File: config.mk
export PLATFORM = sky130hd
export DESIGN_NAME = lru_key_value_cache
export DESIGN_NICKNAME = d
export VERILOG_FILES = /design/src/design/lkv_pkg.sv /design/src/design/lru_key_value_cache.sv /design/src/design/lkv_ctrl.sv /design/src/design/lkv_dpath.sv
export VERILOG_INCLUDE_DIRS = /design/src /design/src/design
export SDC_FILE = /design/constraint.sdc
export NUM_CORES = 1
export LEC_CHECK = 0
export ABC_AREA = 1
export BUFFER_PORTS_ARGS = -buffer_cell sky130_fd_sc_hd__buf_4
export CORE_MARGIN = 5
export CORE_UTILIZATION = 40
export DETAILED_ROUTE_END_ITERATION = 10
export PLACE_DENSITY_LB_ADDON = 0.2
export RECOVER_POWER = 100
export SLEW_MARGIN = 5
export SYNTH_ARGS = -nofsm -noshare
export SYNTH_HDL_FRONTEND = slang
export SYNTH_HIERARCHICAL = 1
export SYNTH_SLANG_ARGS = --single-unit
File: constraint.sdc
create_clock -name i_clk -period 5.4 [get_ports i_clk]
set_clock_uncertainty 0.2 [all_clocks]
set_input_delay 0.27 -clock i_clk [delete_from_list [all_inputs] [get_ports i_clk]]
set_output_delay 0.27 -clock i_clk [all_outputs]
set_load 0.005 [all_outputs]
File: src/design/lru_key_value_cache_defines.svh
// ----------------------------------------------------------------------------
// LRU key-value cache assertion macros
// Shared assertion wrappers, clocked on i_clk and disabled during reset.
// ----------------------------------------------------------------------------
`ifndef LRU_KEY_VALUE_CACHE_DEFINES_SVH
`define LRU_KEY_VALUE_CACHE_DEFINES_SVH

// Consequent must hold in the same cycle as the antecedent.
`define LKV_ASSERT_NOW(label, ante, cons, msg) \
    label: assert property (@(posedge i_clk) disable iff (!i_rst_n) (ante) |-> (cons)) \
        else $error(msg);

// Consequent must hold in the cycle after the antecedent.
`define LKV_ASSERT_NEXT(label, ante, cons, msg) \
    label: assert property (@(posedge i_clk) disable iff (!i_rst_n) (ante) |=> (cons)) \
        else $error(msg);

`endif

File: src/design/lkv_pkg.sv
// ----------------------------------------------------------------------------
// LRU key-value cache package
// Word types, field widths, controller states and control bundles.
// ----------------------------------------------------------------------------
`default_nettype none

package lkv_pkg;

    localparam int KEY_W   = 16;
    localparam int VALUE_W = 16;
    localparam int CAP_W   = 5;

    localparam logic [CAP_W-1:0] CAP_RESET = 5'd16;

    typedef enum logic {
        KIND_GET = 1'b0,
        KIND_PUT = 1'b1
    } t_kind;

    typedef struct packed {
        t_kind              kind;
        logic [KEY_W-1:0]   key;
        logic [VALUE_W-1:0] value;
    } t_req;

    typedef struct packed {
        logic               found;
        logic [VALUE_W-1:0] read_value;
        logic               evicted;
        logic [KEY_W-1:0]   evicted_key;
    } t_resp;

    typedef enum logic [2:0] {
        ST_IDLE,
        ST_SCAN,
        ST_SCAN_END,
        ST_RESOLVE,
        ST_UPDATE,
        ST_UPDATE_END,
        ST_REPLY
    } t_state;

    typedef struct packed {
        logic load;
        logic scan_rd;
        logic resolve;
        logic upd_rd;
        logic reply;
    } t_cmd;

    typedef struct packed {
        logic idx_last;
        logic need_update;
    } t_status;

endpackage

`default_nettype wire

File: src/design/lru_key_value_cache.sv
// ----------------------------------------------------------------------------
// LRU key-value cache
// Fully associative key-value store with least-recently-used replacement.
// ----------------------------------------------------------------------------
// Usage: present a get or put word on i_item and raise start while busy is
// low; the word is taken at that clock edge and busy stays high until the
// result goes out. Each result word is shown on o_result for exactly one
// cycle with o_strobe high; the receiver cannot stall it. The capacity
// register is written through i_cfg_we / i_cfg_data, by the user only while
// the block is idle; the block itself does not enforce this.
// Timing: each operation sweeps the entries one per cycle through stores
// with a registered read. A get miss runs only the tag scan; a hit or a
// put also runs a rank update sweep. A new word is accepted in the cycle
// the strobe is shown, not while an operation is in progress.
// Reset: i_rst_n (synchronous, active low) empties the cache, clears every
// valid bit and the occupancy count, and sets the capacity to 16. No
// clearing pass is needed; the contents of entries never written are unused.
// ----------------------------------------------------------------------------
`default_nettype none

module lru_key_value_cache #(
    parameter int ENTRIES = 16
) (
    input  wire logic                      i_clk,
    input  wire logic                      i_rst_n,
    input  wire logic                      start,
    output logic                           busy,
    input  wire lkv_pkg::t_req             i_item,
    input  wire logic                      i_cfg_we,
    input  wire logic [lkv_pkg::CAP_W-1:0] i_cfg_data,
    output logic                           o_strobe,
    output lkv_pkg::t_resp                 o_result
);

    lkv_pkg::t_cmd    cmd;
    lkv_pkg::t_status status;

    lkv_ctrl u_ctrl (
        .i_clk    (i_clk),
        .i_rst_n  (i_rst_n),
        .start    (start),
        .i_status (status),
        .o_cmd    (cmd),
        .o_busy   (busy)
    );

    lkv_dpath #(
        .ENTRIES (ENTRIES)
    ) u_dpath (
        .i_clk      (i_clk),
        .i_rst_n    (i_rst_n),
        .i_item     (i_item),
        .i_cfg_we   (i_cfg_we),
        .i_cfg_data (i_cfg_data),
        .i_cmd      (cmd),
        .o_status   (status),
        .o_result   (o_result),
        .o_strobe   (o_strobe)
    );

endmodule

`default_nettype wire

File: src/design/lkv_ctrl.sv
// ----------------------------------------------------------------------------
// LRU key-value cache controller
// Sequences the tag scan, the resolve step, the rank update sweep and the reply.
// ----------------------------------------------------------------------------
`default_nettype none
`include "lru_key_value_cache_defines.svh"

module lkv_ctrl (
    input  wire logic            i_clk,
    input  wire logic            i_rst_n,
    input  wire logic            start,
    input  wire lkv_pkg::t_status i_status,
    output lkv_pkg::t_cmd        o_cmd,
    output logic                 o_busy
);

    lkv_pkg::t_state r_state;
    lkv_pkg::t_state n_state;

    always_ff @(posedge i_clk) begin
        if (!i_rst_n) begin
            r_state <= lkv_pkg::ST_IDLE;
        end else begin
            r_state <= n_state;
        end
    end

    always_comb begin
        n_state = r_state;
        unique case (r_state)
            lkv_pkg::ST_IDLE: begin
                if (start) begin
                    n_state = lkv_pkg::ST_SCAN;
                end
            end
            lkv_pkg::ST_SCAN: begin
                if (i_status.idx_last) begin
                    n_state = lkv_pkg::ST_SCAN_END;
                end
            end
            lkv_pkg::ST_SCAN_END: begin
                n_state = lkv_pkg::ST_RESOLVE;
            end
            lkv_pkg::ST_RESOLVE: begin
                n_state = i_status.need_update ? lkv_pkg::ST_UPDATE : lkv_pkg::ST_REPLY;
            end
            lkv_pkg::ST_UPDATE: begin
                if (i_status.idx_last) begin
                    n_state = lkv_pkg::ST_UPDATE_END;
                end
            end
            lkv_pkg::ST_UPDATE_END: begin
                n_state = lkv_pkg::ST_REPLY;
            end
            lkv_pkg::ST_REPLY: begin
                n_state = lkv_pkg::ST_IDLE;
            end
            default: begin
                n_state = lkv_pkg::ST_IDLE;
            end
        endcase
    end

    always_comb begin
        o_cmd  = '0;
        o_busy = 1'b1;
        unique case (r_state)
            lkv_pkg::ST_IDLE: begin
                o_busy     = 1'b0;
                o_cmd.load = start;
            end
            lkv_pkg::ST_SCAN: begin
                o_cmd.scan_rd = 1'b1;
            end
            lkv_pkg::ST_RESOLVE: begin
                o_cmd.resolve = 1'b1;
            end
            lkv_pkg::ST_UPDATE: begin
                o_cmd.upd_rd = 1'b1;
            end
            lkv_pkg::ST_REPLY: begin
                o_cmd.reply = 1'b1;
            end
            default: begin
                o_cmd = '0;
            end
        endcase
    end

    // The scan may only end once the last entry's read has been issued.
    `LKV_ASSERT_NOW(a_scan_end_after_last, r_state == lkv_pkg::ST_SCAN_END, $past(i_status.idx_last), "scan ended early")

endmodule

`default_nettype wire

File: src/design/lkv_dpath.sv
// ----------------------------------------------------------------------------
// LRU key-value cache datapath
// Key, value and rank stores, scan accumulators, replacement choice, results.
// ----------------------------------------------------------------------------
`default_nettype none
`include "lru_key_value_cache_defines.svh"

module lkv_dpath #(
    parameter int ENTRIES = 16
) (
    input  wire logic                         i_clk,
    input  wire logic                         i_rst_n,
    input  wire lkv_pkg::t_req                i_item,
    input  wire logic                         i_cfg_we,
    input  wire logic [lkv_pkg::CAP_W-1:0]    i_cfg_data,
    input  wire lkv_pkg::t_cmd                i_cmd,
    output lkv_pkg::t_status                  o_status,
    output lkv_pkg::t_resp                    o_result,
    output logic                              o_strobe
);

    localparam int IDX_W  = $clog2(ENTRIES);
    localparam int RANK_W = IDX_W;
    localparam int CNT_W  = $clog2(ENTRIES + 1);
    localparam int CMP_W  = (CNT_W > lkv_pkg::CAP_W) ? CNT_W : lkv_pkg::CAP_W;

    // Storage: keys and values written only for the chosen slot, ranks during the sweep; read one entry per cycle.
    logic [lkv_pkg::KEY_W-1:0]   r_key_mem  [ENTRIES];
    logic [lkv_pkg::VALUE_W-1:0] r_val_mem  [ENTRIES];
    logic [RANK_W-1:0]           r_rank_mem [ENTRIES];

    logic [lkv_pkg::KEY_W-1:0]   r_rd_key;
    logic [lkv_pkg::VALUE_W-1:0] r_rd_val;
    logic [RANK_W-1:0]           r_rd_rank;

    logic [lkv_pkg::CAP_W-1:0]   r_cap;
    lkv_pkg::t_req               r_in;
    logic [IDX_W-1:0]            r_idx;
    logic                        r_pipe_vld;
    logic                        r_pipe_upd;
    logic [IDX_W-1:0]            r_pipe_idx;
    logic [ENTRIES-1:0]          r_valid;
    logic [CNT_W-1:0]            r_count;

    logic                        r_hit;
    logic [IDX_W-1:0]            r_hit_idx;
    logic [RANK_W-1:0]           r_hit_rank;
    logic [lkv_pkg::VALUE_W-1:0] r_hit_val;
    logic                        r_have_free;
    logic [IDX_W-1:0]            r_free_idx;
    logic                        r_have_old;
    logic [IDX_W-1:0]            r_old_idx;
    logic [RANK_W-1:0]           r_old_rank;
    logic [lkv_pkg::KEY_W-1:0]   r_old_key;

    logic [IDX_W-1:0]            r_slot;
    logic [RANK_W-1:0]           r_lim_rank;
    logic                        r_age_all;

    lkv_pkg::t_resp              r_res;
    logic                        r_strobe;

    logic                        is_put;
    logic [CMP_W-1:0]            cap_ext;
    logic [CMP_W-1:0]            eff_cap;
    logic                        sel_fill;
    logic                        sel_evict;
    logic [IDX_W-1:0]            slot_sel;
    logic                        idx_last;
    logic                        rd_any;
    logic                        pipe_valid_entry;
    logic                        rank_we;
    logic [RANK_W-1:0]           rank_wdata;

    assign is_put   = (r_in.kind == lkv_pkg::KIND_PUT);
    assign idx_last = (r_idx == IDX_W'(ENTRIES - 1));
    assign rd_any   = i_cmd.scan_rd | i_cmd.upd_rd;
    assign pipe_valid_entry = r_valid[r_pipe_idx];

    assign o_status.idx_last    = idx_last;
    assign o_status.need_update = r_hit | is_put;
    assign o_result = r_res;
    assign o_strobe = r_strobe;

    // Capacity of zero acts as one; anything above the table size saturates.
    always_comb begin
        cap_ext = CMP_W'(r_cap);
        if (cap_ext == '0) begin
            eff_cap = CMP_W'(1);
        end else if (cap_ext > CMP_W'(ENTRIES)) begin
            eff_cap = CMP_W'(ENTRIES);
        end else begin
            eff_cap = cap_ext;
        end
    end

    always_comb begin
        sel_fill  = !r_hit && is_put && (CMP_W'(r_count) < eff_cap);
        sel_evict = !r_hit && is_put && !(CMP_W'(r_count) < eff_cap);
        if (r_hit) begin
            slot_sel = r_hit_idx;
        end else if (sel_fill) begin
            slot_sel = r_free_idx;
        end else begin
            slot_sel = r_old_idx;
        end
    end

    // Rank sweep: the touched slot becomes rank zero; younger valid entries age, or all valid entries on a fill.
    always_comb begin
        rank_we    = 1'b0;
        rank_wdata = '0;
        if (r_pipe_vld && r_pipe_upd) begin
            if (r_pipe_idx == r_slot) begin
                rank_we = 1'b1;
            end else if (pipe_valid_entry && (r_age_all || (r_rd_rank < r_lim_rank))) begin
                rank_we    = 1'b1;
                rank_wdata = r_rd_rank + RANK_W'(1);
            end
        end
    end

    always_ff @(posedge i_clk) begin
        if (i_cmd.resolve && is_put && !r_hit) begin
            r_key_mem[slot_sel] <= r_in.key;
        end
        if (i_cmd.scan_rd) begin
            r_rd_key <= r_key_mem[r_idx];
        end
    end

    always_ff @(posedge i_clk) begin
        if (i_cmd.resolve && is_put) begin
            r_val_mem[slot_sel] <= r_in.value;
        end
        if (i_cmd.scan_rd) begin
            r_rd_val <= r_val_mem[r_idx];
        end
    end

    always_ff @(posedge i_clk) begin
        if (rank_we) begin
            r_rank_mem[r_pipe_idx] <= rank_wdata;
        end
        if (rd_any) begin
            r_rd_rank <= r_rank_mem[r_idx];
        end
    end

    always_ff @(posedge i_clk) begin
        if (i_cmd.load) begin
            r_in <= i_item;
        end
        if (i_cmd.resolve) begin
            r_slot     <= slot_sel;
            r_age_all  <= sel_fill;
            r_lim_rank <= r_hit ? r_hit_rank : r_old_rank;
            r_res.found       <= r_hit;
            r_res.read_value  <= (r_hit && !is_put) ? r_hit_val : '0;
            r_res.evicted     <= sel_evict;
            r_res.evicted_key <= sel_evict ? r_old_key : '0;
        end
    end

    always_ff @(posedge i_clk) begin
        if (!i_rst_n) begin
            r_cap       <= lkv_pkg::CAP_RESET;
            r_idx       <= '0;
            r_pipe_vld  <= 1'b0;
            r_pipe_upd  <= 1'b0;
            r_pipe_idx  <= '0;
            r_valid     <= '0;
            r_count     <= '0;
            r_hit       <= 1'b0;
            r_hit_idx   <= '0;
            r_hit_rank  <= '0;
            r_hit_val   <= '0;
            r_have_free <= 1'b0;
            r_free_idx  <= '0;
            r_have_old  <= 1'b0;
            r_old_idx   <= '0;
            r_old_rank  <= '0;
            r_old_key   <= '0;
            r_strobe    <= 1'b0;
        end else begin
            if (i_cfg_we) begin
                r_cap <= i_cfg_data;
            end

            r_pipe_vld <= rd_any;
            r_pipe_upd <= i_cmd.upd_rd;
            r_pipe_idx <= r_idx;
            r_strobe   <= i_cmd.reply;

            if (i_cmd.load) begin
                r_idx <= '0;
            end else if (rd_any) begin
                r_idx <= idx_last ? '0 : r_idx + IDX_W'(1);
            end

            if (i_cmd.load) begin
                r_hit       <= 1'b0;
                r_have_free <= 1'b0;
                r_have_old  <= 1'b0;
            end else if (r_pipe_vld && !r_pipe_upd) begin
                // One entry per cycle: first matching key, first free slot, oldest entry.
                if (pipe_valid_entry && (r_rd_key == r_in.key) && !r_hit) begin
                    r_hit      <= 1'b1;
                    r_hit_idx  <= r_pipe_idx;
                    r_hit_rank <= r_rd_rank;
                    r_hit_val  <= r_rd_val;
                end
                if (!pipe_valid_entry && !r_have_free) begin
                    r_have_free <= 1'b1;
                    r_free_idx  <= r_pipe_idx;
                end
                if (pipe_valid_entry && (!r_have_old || (r_rd_rank > r_old_rank))) begin
                    r_have_old <= 1'b1;
                    r_old_idx  <= r_pipe_idx;
                    r_old_rank <= r_rd_rank;
                    r_old_key  <= r_rd_key;
                end
            end

            if (i_cmd.resolve && sel_fill) begin
                r_valid[slot_sel] <= 1'b1;
                r_count           <= r_count + CNT_W'(1);
            end
        end
    end

    `LKV_ASSERT_NOW(a_count_matches_valid, 1'b1, $countones(r_valid) == int'(r_count), "occupancy count out of step with valid bits")
    `LKV_ASSERT_NOW(a_fill_has_free_slot, i_cmd.resolve && sel_fill, r_have_free, "fill chosen without a free slot")
    `LKV_ASSERT_NOW(a_evict_not_hit, r_strobe && r_res.evicted, !r_res.found, "eviction reported on a hit")

endmodule

`default_nettype wire
After elaboration in Yosys (flattened, before gate mapping)
Memory sizes are Yosys's and may differ from the RTL's. A register that Yosys moved wholly into a read port is not among the register bits.
Index checks and enable logic that the tools add are counted.
Word-level totals
  flip-flop bits (word level): 171
  memory bits (writable): 576
  input port bits: 42
  output and inout port bits: 36
  word-level logic and storage cells: 126
  memories: 3
Memory list
  u_dpath.r_key_mem: depth 16, bits a word 16, read ports 1, clocked after Yosys merged registers in 1, write ports 1, line lkv_dpath.sv:28  | logic [lkv_pkg::KEY_W-1:0] r_key_mem [ENTRIES];
  u_dpath.r_val_mem: depth 16, bits a word 16, read ports 1, clocked after Yosys merged registers in 1, write ports 1, line lkv_dpath.sv:29  | logic [lkv_pkg::VALUE_W-1:0] r_val_mem [ENTRIES];
  u_dpath.r_rank_mem: depth 16, bits a word 4, read ports 1, clocked after Yosys merged registers in 1, write ports 1, line lkv_dpath.sv:30  | logic [RANK_W-1:0] r_rank_mem [ENTRIES];
Operators by class
  add/subtract/negate cells: 3
  $lt $le $gt $ge: 7
  eq/ne operators: 12
  mux-type cells: 33
  bitwise gates (word level): 5
  reduce and logical (&&, ||, !) cells: 34
Operator list (number)
  $mux 4: 7
  $pmux 3 s6: 1
  $mux 1: 17
  $eq 16x16->1: 1
  $or 16x16->16: 1
  $logic_and 1x1->1: 15
  $reduce_and 3->1: 4
  $lt 4x5->1 const B: 2
  $mux 5: 2
  $eq 3x3->1 const B: 3
  $mux 3: 3
  $add 4x1->4 const B: 2
  $logic_not 1->1: 7
  $eq 3x2->1 const B: 2
  $reduce_and 2->1: 3
  $add 5x1->5 const B: 1
  $gt 5x5->1 const B: 1
  $logic_not 5->1: 1
  $lt 5x5->1: 1
  $bmux 1 s4: 1
  $demux 1 s4: 1
  $eq 4x4->1: 1
  $eq 4x4->1 const B: 1
  $ge 4x1->1 const B: 1
  other kinds (11): 15

Longest topological paths before layout
  depth after elaboration: 12
  mapped depth: 14
  mapped depth without buffers: 14

By module
Netlist, hierarchy kept.
By module, submodules not included
  lkv_dpath: times used 1, cells each 2499, area an instance 30556.8 sq um, sequential area each 22501.6 sq um
  lkv_ctrl: times used 1, cells each 34, area an instance 210.2 sq um, sequential area each 60.1 sq um

Worst setup path after synthesis
Ideal clock, no wire load.
  path kind: reg-to-reg
  from: register u_ctrl.r_state[0]
  to: register u_dpath.r_idx[3]
  setup time: 129 ps
  arrival time: 3663 ps
  data required time: 5071 ps
  slack: 1408 ps
  stages on the path, launching flop included: 8
  buffers on the path: 0
  clock period less this slack: 3992 ps
  path through: dfxtp_1 > inv_2 > nor3_1 > nor2_1 > inv_1 > a21oi_1 > o21ai_0 > a21oi_1
RTL lines
  start: declaration: line lkv_ctrl.sv:17  | lkv_pkg::t_state r_state;
  start signal: assignment: line lkv_ctrl.sv:22  | r_state <= lkv_pkg::ST_IDLE;
  start signal: assignment: line lkv_ctrl.sv:24  | r_state <= n_state;
  end signal: assignment: line lkv_dpath.sv:198  | r_idx <= idx_last ? '0 : r_idx + IDX_W'(1);
  end: declaration: line lkv_dpath.sv:38  | logic [IDX_W-1:0] r_idx;

Final worst setup path
  from: register u_dpath.r_cap (netlist bit u_dpath/cap_ext[4])
  to: memory u_dpath/r_key_mem[11][3] (netlist name) (enable)
Between the ends
  cells in the longest elaborated chain, start to end: 7
  elaborated cells between the ends (all ways): 8
  classes of those cells: 2 x order compare; 4 x mux; 2 x reduce/logical
RTL lines
  start: declaration: line lkv_dpath.sv:36  | logic [lkv_pkg::CAP_W-1:0] r_cap;
  start signal: assignment: line lkv_dpath.sv:167  | r_cap <= lkv_pkg::CAP_RESET;
  start signal: assignment: line lkv_dpath.sv:187  | r_cap <= i_cfg_data;
  $gt 5x5->1: line lkv_dpath.sv:90  | end else if (cap_ext > CMP_W'(ENTRIES)) begin
  $mux 5: line lkv_dpath.sv:90
  $mux 5 (*): line lkv_dpath.sv:88  | if (cap_ext == '0) begin
  $lt 5x5->1 (*): line lkv_dpath.sv:98  | sel_fill = !r_hit && is_put && (CMP_W'(r_count) < eff_cap);
  $logic_and 1x1->1 (*): line lkv_dpath.sv:98
  $mux 4 (*): line lkv_dpath.sv:102  | end else if (sel_fill) begin
  $mux 4 (*): line lkv_dpath.sv:100  | if (r_hit) begin
  end: declaration: line lkv_dpath.sv:28
Every way passes the cells marked *; elsewhere a longest branch is shown, timed or not.

==> qor.csv <==
stage,metric,value,unit
worst_setup_path,total buffers and inverters traversed by the critical path,1,
sta,measured slew at the worst slew-check pin,2330,ps
sta,relative slew slack,-55.3,%
logic_synthesis,Avg Inst Size Synth,12.1,um^2
routing,# DRC,0,
routing,Pre-antenna DRT Iters,5,
place,IO buf count,77,
global_routing,Total GRT Usage,18.9,%
global_routing,total grt overflow,0,
die,IO Pins,78,
routing,via count,19800,
logic_synthesis,cells after synthesis,2533,
logic_synthesis,Seq cells post-synth,783,
power,leak pwr,11.7,nW
routing,final WL,79.5,mm
sta,Fmax,0.224,GHz
clocking,CTS root buffer,clkbuf_16,
run_status,outcome,"complete, but fails checks",
power,VDD IR max,204,uV
logic_synthesis,"EDFF count, synth",688,
worst_setup_path,Crit Path Max Fanout,16,
clocking,TritonCTS clock tree,done,
final_layout,Fillers,6872,
sta,RSZ-0062 raised after global routing,no,
sta,max-slew violation count,621,
final_layout,ratio of cells with drive above 1 in the final layout,8.95,%
sta,fin crit share,82.7,%
routing,DR vias/cell,5.31,
die,row cnt,101,
clocking,Clock Latency Late Sink,630,ps
die,Placeable Area,76100,um^2
routing,Final ANT Viol Nets,0,
worst_setup_path,worst path cell trace,inv_1 -> ha_1 -> a21o_1 -> nor2_1 -> nand3_1 -> nand2_1 -> nand3_1 -> nor2_1 -> nand2_1 -> nor2_1,
worst_setup_path,Arrival @ worst endpoint,4480,ps
logic_synthesis,Post-Syn Area,30800,um^2
die,die width,287,um
final_layout,NumNets Final,2688,
worst_setup_path,CP max stage delay,1200,ps
run_status,failing checks,"capacitance limit, slew limit",
logic_synthesis,"Distinct cells, synth",37,
routing,Avg WL per Cell,21.3,um
worst_setup_path,kind of end point of the critical path,register,
global_routing,largest net degree at the start of global routing,90,
clocking,Worst-path clk slew,60,ps
logic_synthesis,async set or reset register ratio after synthesis,0,%
worst_setup_path,critical path's top delay family,simple AND/OR/NAND/NOR gates,
final_layout,most used cells in the layout excluding fill and tap cells,"edfxtp_1 (688), nor2_1 (458), o21ai_0 (318), nand2_1 (225), inv_1 (150)",
global_routing,vias in the first global route,19800,
logic_synthesis,yosys warns,6,
final_layout,final instance area,35600,um^2
clocking,H-tree depth,3,
sta,Fin Hold WS,177,ps
die,effective utilization at floorplan,40.4,%
clocking,buffer levels on the longest clock path,3,
die,DIE HEIGHT,287,um
routing,DRT iter0 DRCs,1619,
logic_synthesis,net count after synthesis,2589,
logic_synthesis,sequential share of the synthesized area,73.3,%
worst_setup_path,critical path required time,5420,ps
place,GPL Wtd Cong,0.876,
sta,Hold Fails Final Rpt,0,
global_routing,initial antenna violation count,1,
logic_synthesis,Synth Flop Type,edfxtp_1,
clocking,clock sink count,783,
final_layout,Reg area,22600,um^2
die,Die ar.,82600,um^2
clocking,cts bufs inserted,85,
hold_path,Hold WC Path Type,in2reg,
worst_setup_path,Worst setup SP type,register,
final_layout,Layout area overhead,15.7,%
clocking,postcts setup bufs,0,
sta,final setup TNS,0,ps
flow_run,# Max-Cap Violations,25,
place,Area after DPL,32400,um^2
place,DP HPWL,48.7,mm
worst_setup_path,slowest stage cell on the critical path,nor2_1,
final_layout,multi-input logic area,7020,um^2
worst_setup_path,Setup CP Type,reg2reg,
global_routing,first-pass GRT wire length,120,mm
sta,final setup vio count,0,
worst_setup_path,CP dominant cell by count,nor2_1,
sta,fin crit period,4460,ps
power,Power per Cell Area,377,nW/um^2
final_layout,"commonest non-fill, non-tap cell in the layout",edfxtp_1,
-- per-layer routing --
| metal | vias up | track usage (%) | part of all wire, % |
|---|---|---|---|
| met5 | - | 0 | 0 |
| met4 | 0 | 5.60 | 2.3 |
| met3 | 109 | 3.89 | 6.5 |
| met2 | 642 | 30.0 | 46 |
| met1 | 9804 | 26.6 | 45 |
| li1 | 9288 | - | - |
-- cells in the mapped netlist, types with 7 or more instances --
cell type / instances / share of area, %
edfxtp_1: 688 / 67
nor2_1: 463 / 5.6
o21ai_0: 316 / 5.1
nand2_1: 224 / 2.7
inv_1: 151 / 1.8
clkbuf_1: 117 / 1.4
nand3_1: 113 / 1.8
dfxtp_1: 95 / 6.2
o22ai_1: 85 / 1.7
a21oi_1: 66 / 1.1
o221ai_1: 60 / 1.7
nand4_1: 32 / 0.65
ha_1: 14 / 0.57
buf_2: 13 / 0.21
o211ai_1: 13 / 0.32
buf_1: 12 / 0.15
nor3_1: 12 / 0.20
nor2_2: 7 / 0.14
-- cells by family (layout without fill, tap and decap cells) --
group / Yosys count / in the layout / share of synthesized area (%)
buf+inv: 308 / 479 / 3.92
compound gates: 552 / 552 / 10.3
fa+ha+maj: 14 / 14 / 0.569
flops: 783 / 783 / 73.3
other cells: 0 / 1 / 0
simple gates: 864 / 864 / 11.6
xor+xnor: 12 / 12 / 0.342
-- through the flow --
| stage | power (mW) | std cells | utilization [%] | setup WS [ps] |
|---|---|---|---|---|
| after floorplan | 7.20 | 2533 | - | 1410 |
| after CTS | 13.6 | 3734 | 47.1 | 1560 |
| after global placement | 7.49 | 3530 | 42.6 | 1710 |
| after global routing | 13.9 | 3734 | 46.8 | 632 |
| final | 13.4 | 3735 | 46.8 | 937 |
| after detailed placement | 7.50 | 3530 | 42.6 | 1590 |
-- sequential cells by signal, summed over array words and instances, names as in the netlist, 5 cells and up --
signal / cells
u_dpath/r_key_mem: 256
u_dpath/r_val_mem: 256
u_dpath/r_rank_mem: 64
u_dpath/o_result: 34
u_dpath/r_in: 32
u_dpath/r_hit_val: 16
u_dpath/r_old_key: 16
u_dpath/r_rd_key: 16
u_dpath/r_rd_val: 16
u_dpath/r_valid: 16
u_dpath/cap_ext: 5
u_dpath/r_count: 5
-- final cells by class --
| cell class | count | share of cell area (%) |
|---|---|---|
| antenna | 1 | 0.00703 |
| clock buffer | 108 | 6.65 |
| clock inverter | 51 | 1.62 |
| inverter | 160 | 1.70 |
| multi-input combinational | 1442 | 19.7 |
| sequential | 783 | 63.4 |
| tap | 1030 | 3.62 |
| timing repair buffer | 160 | 3.27 |
-- path summary, 6_finish.rpt --
check	endpoint	depth (start not counted)	from	slack [ps]
min reg2reg	u_dpath/r_valid[14]	2	u_dpath/r_valid[14]	250
max	u_dpath/r_key_mem[11][3]	10	u_dpath/cap_ext[4]	940
max reg2reg	u_dpath/r_key_mem[11][3]	10	u_dpath/cap_ext[4]	940
min	u_dpath/r_in[11]	2	i_item[11]	180
-- where the power goes --
part	internal [mW]	switching [mW]
Clock	3.68	2.35
Combinational	0.185	0.472
Sequential	6.64	0.0937
Total	10.5	2.92
-- timing repair --
item | CTS | global route
gates resized for setup | 0 | 0
hold buffers | 45 | 0
setup endpoints to repair | 0 | 0
hold endpoints to repair | 74 | 0
Note: power is estimated with default switching activity, not from simulation.
